$ cat src/rtl/owbm_pkg.sv
// Shared types and constants for the one-wire bus master.
// Used by owbm_front, owbm_engine and one_wire_bus_master_unit; depends on nothing.
package owbm_pkg;

  localparam int unsigned BitsPerByte = 8;
  localparam int unsigned BitIdxW = $clog2(BitsPerByte);
  localparam int unsigned TimerW = 12;
  localparam int unsigned CfgIdxW = 3;
  localparam int unsigned CfgDataW = 12;

  localparam logic [TimerW-1:0] WriteRecoverUs = 12'd4;
  localparam logic [TimerW-1:0] ReadGapUs = 12'd5;

  // command request field of an input beat
  typedef enum logic [1:0] {
    CMD_TICK  = 2'd0,
    CMD_RESET = 2'd1,
    CMD_WRITE = 2'd2,
    CMD_READ  = 2'd3
  } cmd_e;

  // configuration register indexes
  typedef enum logic [CfgIdxW-1:0] {
    REG_RESET_LOW     = 3'd0,
    REG_PRESENCE_WAIT = 3'd1,
    REG_RESET_TAIL    = 3'd2,
    REG_WRITE_START   = 3'd3,
    REG_WRITE_HOLD    = 3'd4,
    REG_READ_START    = 3'd5,
    REG_READ_WAIT     = 3'd6,
    REG_READ_TAIL     = 3'd7
  } reg_idx_e;

  typedef enum logic [12:0] {
    PH_IDLE     = 13'b0000000000001,
    PH_RST_LOW  = 13'b0000000000010,
    PH_RST_WAIT = 13'b0000000000100,
    PH_RST_SMP  = 13'b0000000001000,
    PH_RST_TAIL = 13'b0000000010000,
    PH_WR_START = 13'b0000000100000,
    PH_WR_HOLD  = 13'b0000001000000,
    PH_WR_REC   = 13'b0000010000000,
    PH_RD_START = 13'b0000100000000,
    PH_RD_WAIT  = 13'b0001000000000,
    PH_RD_SMP   = 13'b0010000000000,
    PH_RD_TAIL  = 13'b0100000000000,
    PH_RD_GAP   = 13'b1000000000000
  } phase_e;

  typedef struct packed {
    logic [1:0] func;
    logic [7:0] tx_byte;
    logic       line_level;
  } in_item_t;

  typedef struct packed {
    logic       drive_low;
    logic       busy_res;
    logic       done_res;
    logic       presence_level;
    logic [7:0] rx_byte;
  } out_item_t;

  // classified beat as held in the queue between front and engine
  typedef struct packed {
    cmd_e       cmd;
    logic [7:0] tx_byte;
    logic       line_level;
  } tick_t;

  typedef struct packed {
    logic [11:0] reset_low_us;
    logic [11:0] presence_wait_us;
    logic [11:0] reset_tail_us;
    logic [7:0]  write_start_us;
    logic [7:0]  write_hold_us;
    logic [7:0]  read_start_us;
    logic [7:0]  read_wait_us;
    logic [7:0]  read_tail_us;
  } cfg_t;

  localparam cfg_t CfgReset = '{
    reset_low_us:     12'd500,
    presence_wait_us: 12'd50,
    reset_tail_us:    12'd200,
    write_start_us:   8'd4,
    write_hold_us:    8'd50,
    read_start_us:    8'd8,
    read_wait_us:     8'd14,
    read_tail_us:     8'd40
  };

  // a zero duration counts as one tick
  function automatic logic [TimerW-1:0] dur12(input logic [11:0] v);
    return (v == 12'd0) ? 12'd1 : v;
  endfunction

  function automatic logic [TimerW-1:0] dur8(input logic [7:0] v);
    return (v == 8'd0) ? 12'd1 : {4'd0, v};
  endfunction

endpackage

$ cat src/rtl/owbm_front.sv
// Front end of the one-wire bus master: takes input beats, decodes the command
// and holds them in a two-entry queue for the engine. Depends on owbm_pkg.
module owbm_front (
  input  logic                clk_i,
  input  logic                rst_ni,
  input  logic                in_valid_i,
  output logic                in_stall_o,
  input  owbm_pkg::in_item_t  in_item_i,
  output logic                q_valid_o,
  output owbm_pkg::tick_t     q_tick_o,
  input  logic                q_pop_i
);

  owbm_pkg::tick_t entry_q [2];
  logic            wr_ptr_q, wr_ptr_d;
  logic            rd_ptr_q, rd_ptr_d;
  logic [1:0]      count_q, count_d;
  logic            push;
  owbm_pkg::tick_t tick;

  always_comb begin
    tick.cmd        = owbm_pkg::cmd_e'(in_item_i.func);
    tick.tx_byte    = in_item_i.tx_byte;
    tick.line_level = in_item_i.line_level;
  end

  assign in_stall_o = (count_q == 2'd2);
  assign push       = in_valid_i && !in_stall_o;
  assign q_valid_o  = (count_q != 2'd0);
  assign q_tick_o   = entry_q[rd_ptr_q];

  always_comb begin
    wr_ptr_d = push ? ~wr_ptr_q : wr_ptr_q;
    rd_ptr_d = q_pop_i ? ~rd_ptr_q : rd_ptr_q;
    count_d  = count_q + {1'b0, push} - {1'b0, q_pop_i};
  end

  always_ff @(posedge clk_i or negedge rst_ni) begin
    if (!rst_ni) begin
      wr_ptr_q <= 1'b0;
      rd_ptr_q <= 1'b0;
      count_q  <= 2'd0;
    end else begin
      wr_ptr_q <= wr_ptr_d;
      rd_ptr_q <= rd_ptr_d;
      count_q  <= count_d;
    end
  end

  always_ff @(posedge clk_i) begin
    if (push) begin
      entry_q[wr_ptr_q] <= tick;
    end
  end

endmodule

$ cat src/rtl/owbm_engine.sv
// Back end of the one-wire bus master: runs the slot sequencer one tick per
// queued beat and holds the result beat in an output register. Depends on owbm_pkg.
module owbm_engine (
  input  logic                clk_i,
  input  logic                rst_ni,
  input  owbm_pkg::cfg_t      cfg_i,
  input  logic                q_valid_i,
  input  owbm_pkg::tick_t     q_tick_i,
  output logic                q_pop_o,
  output logic                out_valid_o,
  input  logic                out_stall_i,
  output owbm_pkg::out_item_t out_item_o
);

  localparam logic [owbm_pkg::BitIdxW-1:0] LastBit =
    owbm_pkg::BitIdxW'(owbm_pkg::BitsPerByte - 1);

  owbm_pkg::phase_e                 phase_q, phase_d;
  logic [owbm_pkg::TimerW-1:0]      timer_q, timer_d;
  logic [owbm_pkg::BitIdxW-1:0]     bit_q, bit_d;
  logic [7:0]                       shift_out_q, shift_out_d;
  logic [7:0]                       shift_in_q, shift_in_d;
  logic                             presence_q, presence_d;
  logic                             out_valid_q, out_valid_d;
  owbm_pkg::out_item_t              out_item_q, out_item_d;

  assign q_pop_o     = q_valid_i && (!out_valid_q || !out_stall_i);
  assign out_valid_o = out_valid_q;
  assign out_item_o  = out_item_q;

  always_comb begin
    owbm_pkg::phase_e             ph;
    logic [owbm_pkg::TimerW-1:0]  tmr;
    logic [owbm_pkg::TimerW-1:0]  tail_r;
    logic [owbm_pkg::TimerW-1:0]  tail_p;
    logic                         drive;
    logic                         busy;
    logic                         done;

    ph          = phase_q;
    tmr         = timer_q;
    bit_d       = bit_q;
    shift_out_d = shift_out_q;
    shift_in_d  = shift_in_q;
    presence_d  = presence_q;
    drive       = 1'b0;
    done        = 1'b0;
    tail_r      = owbm_pkg::dur12(cfg_i.reset_tail_us);
    tail_p      = owbm_pkg::dur8(cfg_i.read_tail_us);

    // start a command only from idle
    if (phase_q == owbm_pkg::PH_IDLE) begin
      bit_d = '0;
      case (q_tick_i.cmd)
        owbm_pkg::CMD_RESET: begin
          ph  = owbm_pkg::PH_RST_LOW;
          tmr = owbm_pkg::dur12(cfg_i.reset_low_us);
        end
        owbm_pkg::CMD_WRITE: begin
          ph          = owbm_pkg::PH_WR_START;
          tmr         = owbm_pkg::dur8(cfg_i.write_start_us);
          shift_out_d = q_tick_i.tx_byte;
        end
        owbm_pkg::CMD_READ: begin
          ph         = owbm_pkg::PH_RD_START;
          tmr        = owbm_pkg::dur8(cfg_i.read_start_us);
          shift_in_d = 8'd0;
        end
        default: begin
          bit_d = bit_q;
        end
      endcase
    end

    busy    = (ph != owbm_pkg::PH_IDLE);
    phase_d = ph;
    timer_d = tmr;

    unique case (ph)
      owbm_pkg::PH_RST_LOW, owbm_pkg::PH_WR_START, owbm_pkg::PH_RD_START: drive = 1'b1;
      owbm_pkg::PH_WR_HOLD: drive = !shift_out_d[0];
      owbm_pkg::PH_RST_SMP: presence_d = q_tick_i.line_level;
      owbm_pkg::PH_RD_SMP: shift_in_d = shift_in_d | (8'(q_tick_i.line_level) << bit_d);
      default: ;
    endcase

    if (busy && tmr > 12'd1) begin
      timer_d = tmr - 12'd1;
    end else if (busy) begin
      // phase has used its last tick: advance
      unique case (ph)
        owbm_pkg::PH_RST_LOW: begin
          phase_d = owbm_pkg::PH_RST_WAIT;
          timer_d = owbm_pkg::dur12(cfg_i.presence_wait_us);
        end
        owbm_pkg::PH_RST_WAIT: begin
          phase_d = owbm_pkg::PH_RST_SMP;
          timer_d = 12'd1;
        end
        owbm_pkg::PH_RST_SMP: begin
          if (tail_r > 12'd1) begin
            phase_d = owbm_pkg::PH_RST_TAIL;
            timer_d = tail_r - 12'd1;
          end else begin
            done = 1'b1;
          end
        end
        owbm_pkg::PH_WR_START: begin
          phase_d = owbm_pkg::PH_WR_HOLD;
          timer_d = owbm_pkg::dur8(cfg_i.write_hold_us);
        end
        owbm_pkg::PH_WR_HOLD: begin
          phase_d = owbm_pkg::PH_WR_REC;
          timer_d = owbm_pkg::WriteRecoverUs;
        end
        owbm_pkg::PH_WR_REC: begin
          if (bit_d == LastBit) begin
            done = 1'b1;
          end else begin
            bit_d       = bit_d + owbm_pkg::BitIdxW'(1);
            shift_out_d = shift_out_d >> 1;
            phase_d     = owbm_pkg::PH_WR_START;
            timer_d     = owbm_pkg::dur8(cfg_i.write_start_us);
          end
        end
        owbm_pkg::PH_RD_START: begin
          phase_d = owbm_pkg::PH_RD_WAIT;
          timer_d = owbm_pkg::dur8(cfg_i.read_wait_us);
        end
        owbm_pkg::PH_RD_WAIT: begin
          phase_d = owbm_pkg::PH_RD_SMP;
          timer_d = 12'd1;
        end
        owbm_pkg::PH_RD_SMP, owbm_pkg::PH_RD_TAIL: begin
          if (ph == owbm_pkg::PH_RD_SMP && tail_p > 12'd1) begin
            phase_d = owbm_pkg::PH_RD_TAIL;
            timer_d = tail_p - 12'd1;
          end else if (bit_d == LastBit) begin
            phase_d = owbm_pkg::PH_RD_GAP;
            timer_d = owbm_pkg::ReadGapUs;
          end else begin
            bit_d   = bit_d + owbm_pkg::BitIdxW'(1);
            phase_d = owbm_pkg::PH_RD_START;
            timer_d = owbm_pkg::dur8(cfg_i.read_start_us);
          end
        end
        default: begin
          done = 1'b1;
        end
      endcase
    end

    if (done) begin
      phase_d = owbm_pkg::PH_IDLE;
      timer_d = '0;
    end

    out_item_d.drive_low      = drive;
    out_item_d.busy_res       = busy;
    out_item_d.done_res       = done;
    out_item_d.presence_level = presence_d;
    out_item_d.rx_byte        = shift_in_d;

    out_valid_d = q_pop_o ? 1'b1 : (out_valid_q && out_stall_i);
  end

  always_ff @(posedge clk_i or negedge rst_ni) begin
    if (!rst_ni) begin
      phase_q     <= owbm_pkg::PH_IDLE;
      timer_q     <= '0;
      bit_q       <= '0;
      shift_out_q <= '0;
      shift_in_q  <= '0;
      presence_q  <= 1'b1;
      out_valid_q <= 1'b0;
    end else begin
      out_valid_q <= out_valid_d;
      if (q_pop_o) begin
        phase_q     <= phase_d;
        timer_q     <= timer_d;
        bit_q       <= bit_d;
        shift_out_q <= shift_out_d;
        shift_in_q  <= shift_in_d;
        presence_q  <= presence_d;
      end
    end
  end

  always_ff @(posedge clk_i) begin
    if (q_pop_o) begin
      out_item_q <= out_item_d;
    end
  end

endmodule

$ cat src/rtl/one_wire_bus_master_unit.sv
// Top level of the one-wire bus master: configuration registers, front queue
// and slot engine. Depends on owbm_pkg, owbm_front and owbm_engine.
//
// Usage: each input beat is one microsecond tick. It carries a command request
// (func: tick only, reset, write byte, read byte), the byte to send and the
// sampled bus level. A command is taken only while no command is running;
// otherwise it is ignored. Every input beat yields exactly one result beat with
// the open-drain drive for that tick, busy, done, the last presence level and
// the receive byte.
// A result beat passes through a queue entry and then the output register,
// where a receiver stall can hold it. Throughput: one beat per cycle while the
// receiver does not stall; the slot engine updates its state once per tick,
// so the state loop sets the rate. A two-entry queue sits between the input
// side and the engine; when the receiver stalls, the result holds, the queue
// fills and in_stall_o rises once the queue holds two beats.
// Reset clears the queue and the sequencer (bus released, presence level high)
// and loads the default slot timings. Write configuration only while idle.
module one_wire_bus_master_unit (
  input  logic                clk_i,
  input  logic                rst_ni,
  input  logic                in_valid_i,
  output logic                in_stall_o,
  input  owbm_pkg::in_item_t  in_item_i,
  output logic                out_valid_o,
  input  logic                out_stall_i,
  output owbm_pkg::out_item_t out_item_o,
  input  logic                cfg_we_i,
  input  logic [2:0]          cfg_idx_i,
  input  logic [11:0]         cfg_data_i
);

  owbm_pkg::cfg_t  cfg_q, cfg_d;
  logic            q_valid;
  owbm_pkg::tick_t q_tick;
  logic            q_pop;

  always_comb begin
    cfg_d = cfg_q;
    if (cfg_we_i) begin
      unique case (owbm_pkg::reg_idx_e'(cfg_idx_i))
        owbm_pkg::REG_RESET_LOW:     cfg_d.reset_low_us     = cfg_data_i;
        owbm_pkg::REG_PRESENCE_WAIT: cfg_d.presence_wait_us = cfg_data_i;
        owbm_pkg::REG_RESET_TAIL:    cfg_d.reset_tail_us    = cfg_data_i;
        owbm_pkg::REG_WRITE_START:   cfg_d.write_start_us   = cfg_data_i[7:0];
        owbm_pkg::REG_WRITE_HOLD:    cfg_d.write_hold_us    = cfg_data_i[7:0];
        owbm_pkg::REG_READ_START:    cfg_d.read_start_us    = cfg_data_i[7:0];
        owbm_pkg::REG_READ_WAIT:     cfg_d.read_wait_us     = cfg_data_i[7:0];
        owbm_pkg::REG_READ_TAIL:     cfg_d.read_tail_us     = cfg_data_i[7:0];
        default: ;
      endcase
    end
  end

  always_ff @(posedge clk_i or negedge rst_ni) begin
    if (!rst_ni) begin
      cfg_q <= owbm_pkg::CfgReset;
    end else begin
      cfg_q <= cfg_d;
    end
  end

  owbm_front u_front (
    .clk_i      (clk_i),
    .rst_ni     (rst_ni),
    .in_valid_i (in_valid_i),
    .in_stall_o (in_stall_o),
    .in_item_i  (in_item_i),
    .q_valid_o  (q_valid),
    .q_tick_o   (q_tick),
    .q_pop_i    (q_pop)
  );

  owbm_engine u_engine (
    .clk_i       (clk_i),
    .rst_ni      (rst_ni),
    .cfg_i       (cfg_q),
    .q_valid_i   (q_valid),
    .q_tick_i    (q_tick),
    .q_pop_o     (q_pop),
    .out_valid_o (out_valid_o),
    .out_stall_i (out_stall_i),
    .out_item_o  (out_item_o)
  );

endmodule

$ cat config.mk
export PLATFORM = sky130hd
export DESIGN_NAME = one_wire_bus_master_unit
export DESIGN_NICKNAME = d
export VERILOG_FILES = /design/src/rtl/owbm_pkg.sv /design/src/rtl/owbm_front.sv /design/src/rtl/owbm_engine.sv /design/src/rtl/one_wire_bus_master_unit.sv
export SDC_FILE = /design/constraint.sdc
export NUM_CORES = 1
export LEC_CHECK = 0
export ABC_AREA = 0
export BUFFER_PORTS_ARGS = -buffer_cell sky130_fd_sc_hd__buf_4
export CAP_MARGIN = 15
export CORE_MARGIN = 3
export CORE_UTILIZATION = 60
export DETAILED_ROUTE_END_ITERATION = 8
export GPL_TIMING_DRIVEN = 0
export PLACE_DENSITY = 0.8
export SYNTH_ARGS = -nofsm -noshare
export SYNTH_HDL_FRONTEND = slang
export SYNTH_SLANG_ARGS = --single-unit
$ cat constraint.sdc
create_clock -name clk_i -period 6.65 [get_ports clk_i]
set_input_delay 0 -clock clk_i [delete_from_list [all_inputs] [get_ports clk_i]]
set_output_delay 0 -clock clk_i [all_outputs]
set_load 0.02 [all_outputs]
# After elaboration in Yosys (flattened, before gate mapping)
# Memory sizes are Yosys's and may differ from the RTL's.
# Cells that the tools add are included.
# totals
inputBits	31
ram_bits	22
out_inout_bits	14
elab_cells	148
mem_count	1
ff_bits	138
# memory_table
memory	depth	width	read_ports	rd_clocked_by_memory_dff	wr	line_no	rtl
u_front.entry_q	2	11	1	0	1	owbm_front.sv:14	owbm_pkg::tick_t entry_q [2];
# classes
n_shift	1
magnitude_cmp	3
bitwise_logic	3
reduce_logical	33
n_eq_ne	24
n_addsub	6
n_mux	54
# op_table
op	count
$mux W12	11
$pmux W13 S9	1
$mux W8	14
$mux W13	8
$pmux W12 S8	1
$logic_not A8 Y1	5
$pmux W13 S3	1
$gt A12 B1 Y1 const B	3
$logic_not A12 Y1	3
$pmux W12 S3	1
$sub A12 B1 Y12 const B	3
$mux W3	6
$reduce_and A2 Y1	8
$eq A3 B3 Y1 const B	5
$eq A13 B1 Y1 const B	1
$eq A13 B10 Y1 const B	1
$eq A13 B11 Y1 const B	1
$eq A13 B12 Y1 const B	1
$eq A13 B2 Y1 const B	1
$eq A13 B3 Y1 const B	1
$eq A13 B4 Y1 const B	1
$eq A13 B6 Y1 const B	1
$eq A13 B7 Y1 const B	1
$eq A13 B8 Y1 const B	1
other kinds (24)	44

# Depth between registers and ports, before layout
# An unclocked memory read counts as a cell.
# logic_depth
depth_word	12
ltp_mapped	17
ltp_nobuf	14

# By module
# Synthesis repeated with hierarchy kept, for this count alone.
# hier_totals
hier_cells	861
hier_area_um2	9122.5
# by_module_without_submodules
mod	area_each_um2	n_inst	cells_each
owbm_engine	5122.4	1	642
one_wire_bus_master_unit	2976.6	1	168
owbm_front	1023.5	1	51

# Worst setup path before layout
# No wires, ideal clock.
# synth_path
kind	reg2reg
startpoint	register u_engine.phase_q[1]
endpoint	register u_engine.timer_q[2] (netlist name)
n_path_buf	1
synth_period_minus_slack_ns	3.861
setup_time_ns	0.122
slack_ns	2.789
arrival_time_ns	3.739
path_stages_with_launch	15
cell_sequence	dfrtp_1 buf_6 nor4_4 nand4_1 nor2_1 mux2_2 inv_2 ha_1 nor2_1 a221oi_1 nand4b_2 nand2_2 nand2_1 or4_1 a32o_1
# synth_via
elab_chain_len	9
word_cells_on_any_way	36
# synth_lines
item	line_no	rtl
from (decl)	owbm_engine.sv:18	owbm_pkg::phase_e phase_q, phase_d;
from (signal assigned)	owbm_engine.sv:169	phase_q <= owbm_pkg::PH_IDLE;
from (signal assigned)	owbm_engine.sv:179	phase_q <= phase_d;
$eq A13 B1 Y1 or $pmux W13 S3 (tied branches)	owbm_engine.sv:52, owbm_engine.sv:54	
$mux W13 or $mux W3 (tied branches)	owbm_engine.sv:52	if (phase_q == owbm_pkg::PH_IDLE) begin
$eq A13 B11 Y1 or $eq A3 B3 Y1 (tied branches)	n/a	
$logic_and A1 B1 Y1 or $mux W12 (tied branches)	owbm_engine.sv:135, owbm_engine.sv:138	
$mux W12	owbm_engine.sv:135	if (ph == owbm_pkg::PH_RD_SMP && tail_p > 12'd1) begin
$pmux W12 S8	owbm_engine.sv:91	unique case (ph)
$mux W12	owbm_engine.sv:89	end else if (busy) begin
$mux W12	owbm_engine.sv:87	if (busy && tmr > 12'd1) begin
$mux W12 *	owbm_engine.sv:153	if (done) begin
to (signal assigned)	owbm_engine.sv:180	timer_q <= timer_d;
to (decl)	owbm_engine.sv:19	logic [owbm_pkg::TimerW-1:0] timer_q, timer_d;
# Mark *: on every way between the ends. The rest lies on a longest branch, timed or not.
# A chain may end at the register's enable or synchronous reset.

# Worst setup path after layout
# layout_path
startpoint	register u_front.rd_ptr_q
endpoint	register u_engine.timer_q[7] (netlist name)
# layout_via
elab_chain_len	12
word_cells_on_any_way	42
# layout_lines
item	line_no	rtl
from (decl)	owbm_front.sv:16	logic rd_ptr_q, rd_ptr_d;
from (signal assigned)	owbm_front.sv:45	rd_ptr_q <= rd_ptr_d;
$mem_v2 Z2 W11 *	n/a	
$eq A2 B1 Y1 or $eq A2 B2 Y1 (tied branches)	n/a	
$reduce_or A3 Y1 (no line)	n/a	
$mux W3	owbm_engine.sv:54	case (q_tick_i.cmd)
$mux W3	owbm_engine.sv:52	
$eq A3 B3 Y1	owbm_engine.sv:117, owbm_engine.sv:138	
$mux W12	owbm_engine.sv:138	end else if (bit_d == LastBit) begin
$mux W12	owbm_engine.sv:135	
$pmux W12 S8	owbm_engine.sv:91	
$mux W12	owbm_engine.sv:89	
$mux W12	owbm_engine.sv:87	
$mux W12 *	owbm_engine.sv:153	
# Marks and branches as above.

==> qor.csv <==
metric,value,unit
ios,45,
clock-sinks,160,
crit_path_max_fanout,10,
ys_warn_count,0,
fin_nets,992,
postCtsSetupBuffers,0,
setup_slack,1.48,ns
synth-seq-area-share,0.468,
hold_violations,0,
synthTopCellsByArea,"dfrtp_1, edfxtp_1, mux2_2",
viasPerCell,6.70,
htreeDepth,4,
fill_cells,1072,
drv_cap,0,
dp.cells,1090,
p_leak,4.05,nW
hpwl,18700,um
grt_max_degree,100,
ys_types,83,
grt_overflow,0,
post-place-ws,1.70,ns
reg2reg_depth,14,
die_area,16500,sq um
setup_viol,0,
clockRootBuffer,clkbuf_16,
power_density,343,nW/um^2
min_period,5.17,ns
ys_async_sr_fraction,0.788,
finalWeightedCongestion,0.972,
drcViolationCount,0,
drtIter0Drc,838,
status,"complete, no violations",
dieHeight,128,um
syn_area,8980,sq um
instances_no_fill,1149,
core-area,14600,sq um
critical_path_class,reg2reg,
syn_inst,864,
wl_per_cell,22.6,um
worst_pin_slew,1.24,ns
multi_input_area,4550,sq um
numCtsBuffers,17,
synth_flop_cell,dfrtp_1,
cts_tree,built,
rr_endpoint,u_engine.timer_q[7]$_DFFE_PN0P_,
synth_edf_count,34,
area_delta_synth_final,15.2,%
regArea,4200,sq um
ys_ff_latch,160,
grt_pass1_wl,41200,um
cts.clk_slew.worst_paths,0.07,ns
die_x,128,um
placed_cell_area,9550,sq um
drive_gt1_frac,0.221,
synth.avg_cell_area,10.4,sq um
power.total,3.55,mW
route.vias.total,7697,
slew_headroom,0.170,
cts_resized,0,
drt-total-wl,26000,um
antenna_found_initial,0,
ant_nets,0,
tns,0,ns
startpoint,u_front.rd_ptr_q$_DFFE_PN0P_,
syn_nets,904,
finalCritPeriodShare,0.778,
cp-start-kind,flip-flop,
initial_utilization,0.616,
numPortBuffers,40,
grt_usage,0.323,
clkLatencyLatePin,0.43,ns
required,6.94,ns
drtPass1Iterations,6,
yosys-top-cells-count,"nand2_1, dfrtp_1, mux2_2",
reg2reg_slack,1.48,ns
fmax,193,MHz
first_global_vias,7571,
antennaDiodeCount,0,
cts.path.max_buffers,2,
row_count,44,
yosysMostFrequentCell,nand2_1,
min_path_type,in2async,
worst_setup_path_end_kind,flip-flop,
cp.arrival,5.46,ns
synth_top_area_cell,dfrtp_1,
synth_top_area_frac,0.284,
skew,0.00920,ns
maxSlewViolCount,0,
rsz0062_at_grt,no,
worstReg2RegStart,u_front.rd_ptr_q$_DFFE_PN0P_,
ir_drop,0.235,mV
final_area,10300,sq um
[cell usage in the layout (no fill, tap or decap), drive strengths merged, types with 8 or more instances in the layout]
cell type    netlist  layout
a21oi             31      31
a22o               8       8
a22oi             13      13
a32o               8       8
buf               10      53
clkbuf            26      45
dfrtp            102     102
dfstp             24      24
dlygate4sd3        0      26
edfxtp            34      34
ha                 9       9
inv               16      19
mux2              85      85
mux2i             26      26
nand2            108     108
nand3             19      19
nor2              61      61
nor3              34      34
nor4              11      11
o211ai            12      12
o21ai             63      63
o31ai             10      10
or3               10      10
xnor2             14      14
xor2               9       9
[power breakdown]
part	internal [mW]	switching (mW)	total [mW]	leakage [nW]
Clock	0.476	0.414	0.891	0.253
Combinational	0.487	0.684	1.17	1.97
Sequential	1.27	0.215	1.48	1.83
[final cells by class]
class,count,share of cell area
timing repair buffer,69,0.0590
inverter,16,0.00581
buffer,36,0.0163
clock inverter,13,0.00847
tap,184,0.0223
sequential,160,0.406
clock buffer,19,0.0419
multi-input combinational,652,0.440
[kinds of logic after synthesis]
group | Yosys count | share of synthesized area
AO/OA/AOI/OAI | 208 | 0.167
XOR/XNOR | 23 | 0.0224
adder cells (fa/ha/maj) | 9 | 0.0125
buffers and inverters | 52 | 0.0255
flip-flops | 160 | 0.468
multiplexers | 111 | 0.137
AND/OR/NAND/NOR | 301 | 0.167
[flip-flops by register name, summed over array words and instances, names as in the netlist]
name	count
u_front.wr_ptr_q	1
u_engine.bit_q	3
u_front.rd_ptr_q	1
u_engine.out_item_o	12
u_engine.shift_out_q	8
u_front.count_q	2
u_engine.phase_q	13
u_engine.out_valid_o	1
u_engine.shift_in_q	8
u_engine.presence_q	1
cfg_q	76
u_engine.timer_q	12
u_front.entry_q	22
[what timing repair did]
action,4_1_cts,5_1_grt
hold buffers,26,0
setup endpoints to repair,0,0
endpoints found under the hold margin,206,0
[metal layers]
layer	wire length, um	track usage	vias to the layer above
li1	-	-	3430
met1	10300	0.419	3754
met2	12100	0.513	422
met3	2540	0.0859	91
met4	1070	0.142	0
met5	0	0	-
[how the worst max path moves through the flow]
stage | endpoint | slack (ns)
2_1_floorplan | u_engine.timer_q[2]$_DFFE_PN0P_ | 2.79
3_3_place_gp | u_engine.timer_q[7]$_DFFE_PN0P_ | 1.76
3_5_place_dp | u_engine.timer_q[7]$_DFFE_PN0P_ | 1.70
4_1_cts | u_engine.timer_q[7]$_DFFE_PN0P_ | 1.66
5_1_grt | u_engine.timer_q[0]$_DFFE_PN0P_ | 1.31
6_report | u_engine.timer_q[7]$_DFFE_PN0P_ | 1.48
[worst max-delay path, cell delays in order, from the launching register on]
cell	delay, ns
dfrtp_1	0.39
buf_4	0.18
o32a_1	0.44
nand2_2	0.18
clkbuf_1	0.46
clkbuf_1	0.45
and2_1	0.27
ha_1	0.22
nand2_1	0.08
a21oi_1	0.57
clkbuf_1	0.66
mux2i_1	0.26
o211ai_1	0.13
a2111oi_0	0.54
a21oi_1	0.17
[metrics by stage]
step,hold slack [ns],utilization
detailed placement,-0.110,0.655
floorplan,-0.296,-
finish,0.00879,0.709
global placement,0.185,0.652
CTS,0.00591,0.708
global route,0.0349,0.709
(Power assumes the default switching activity.)
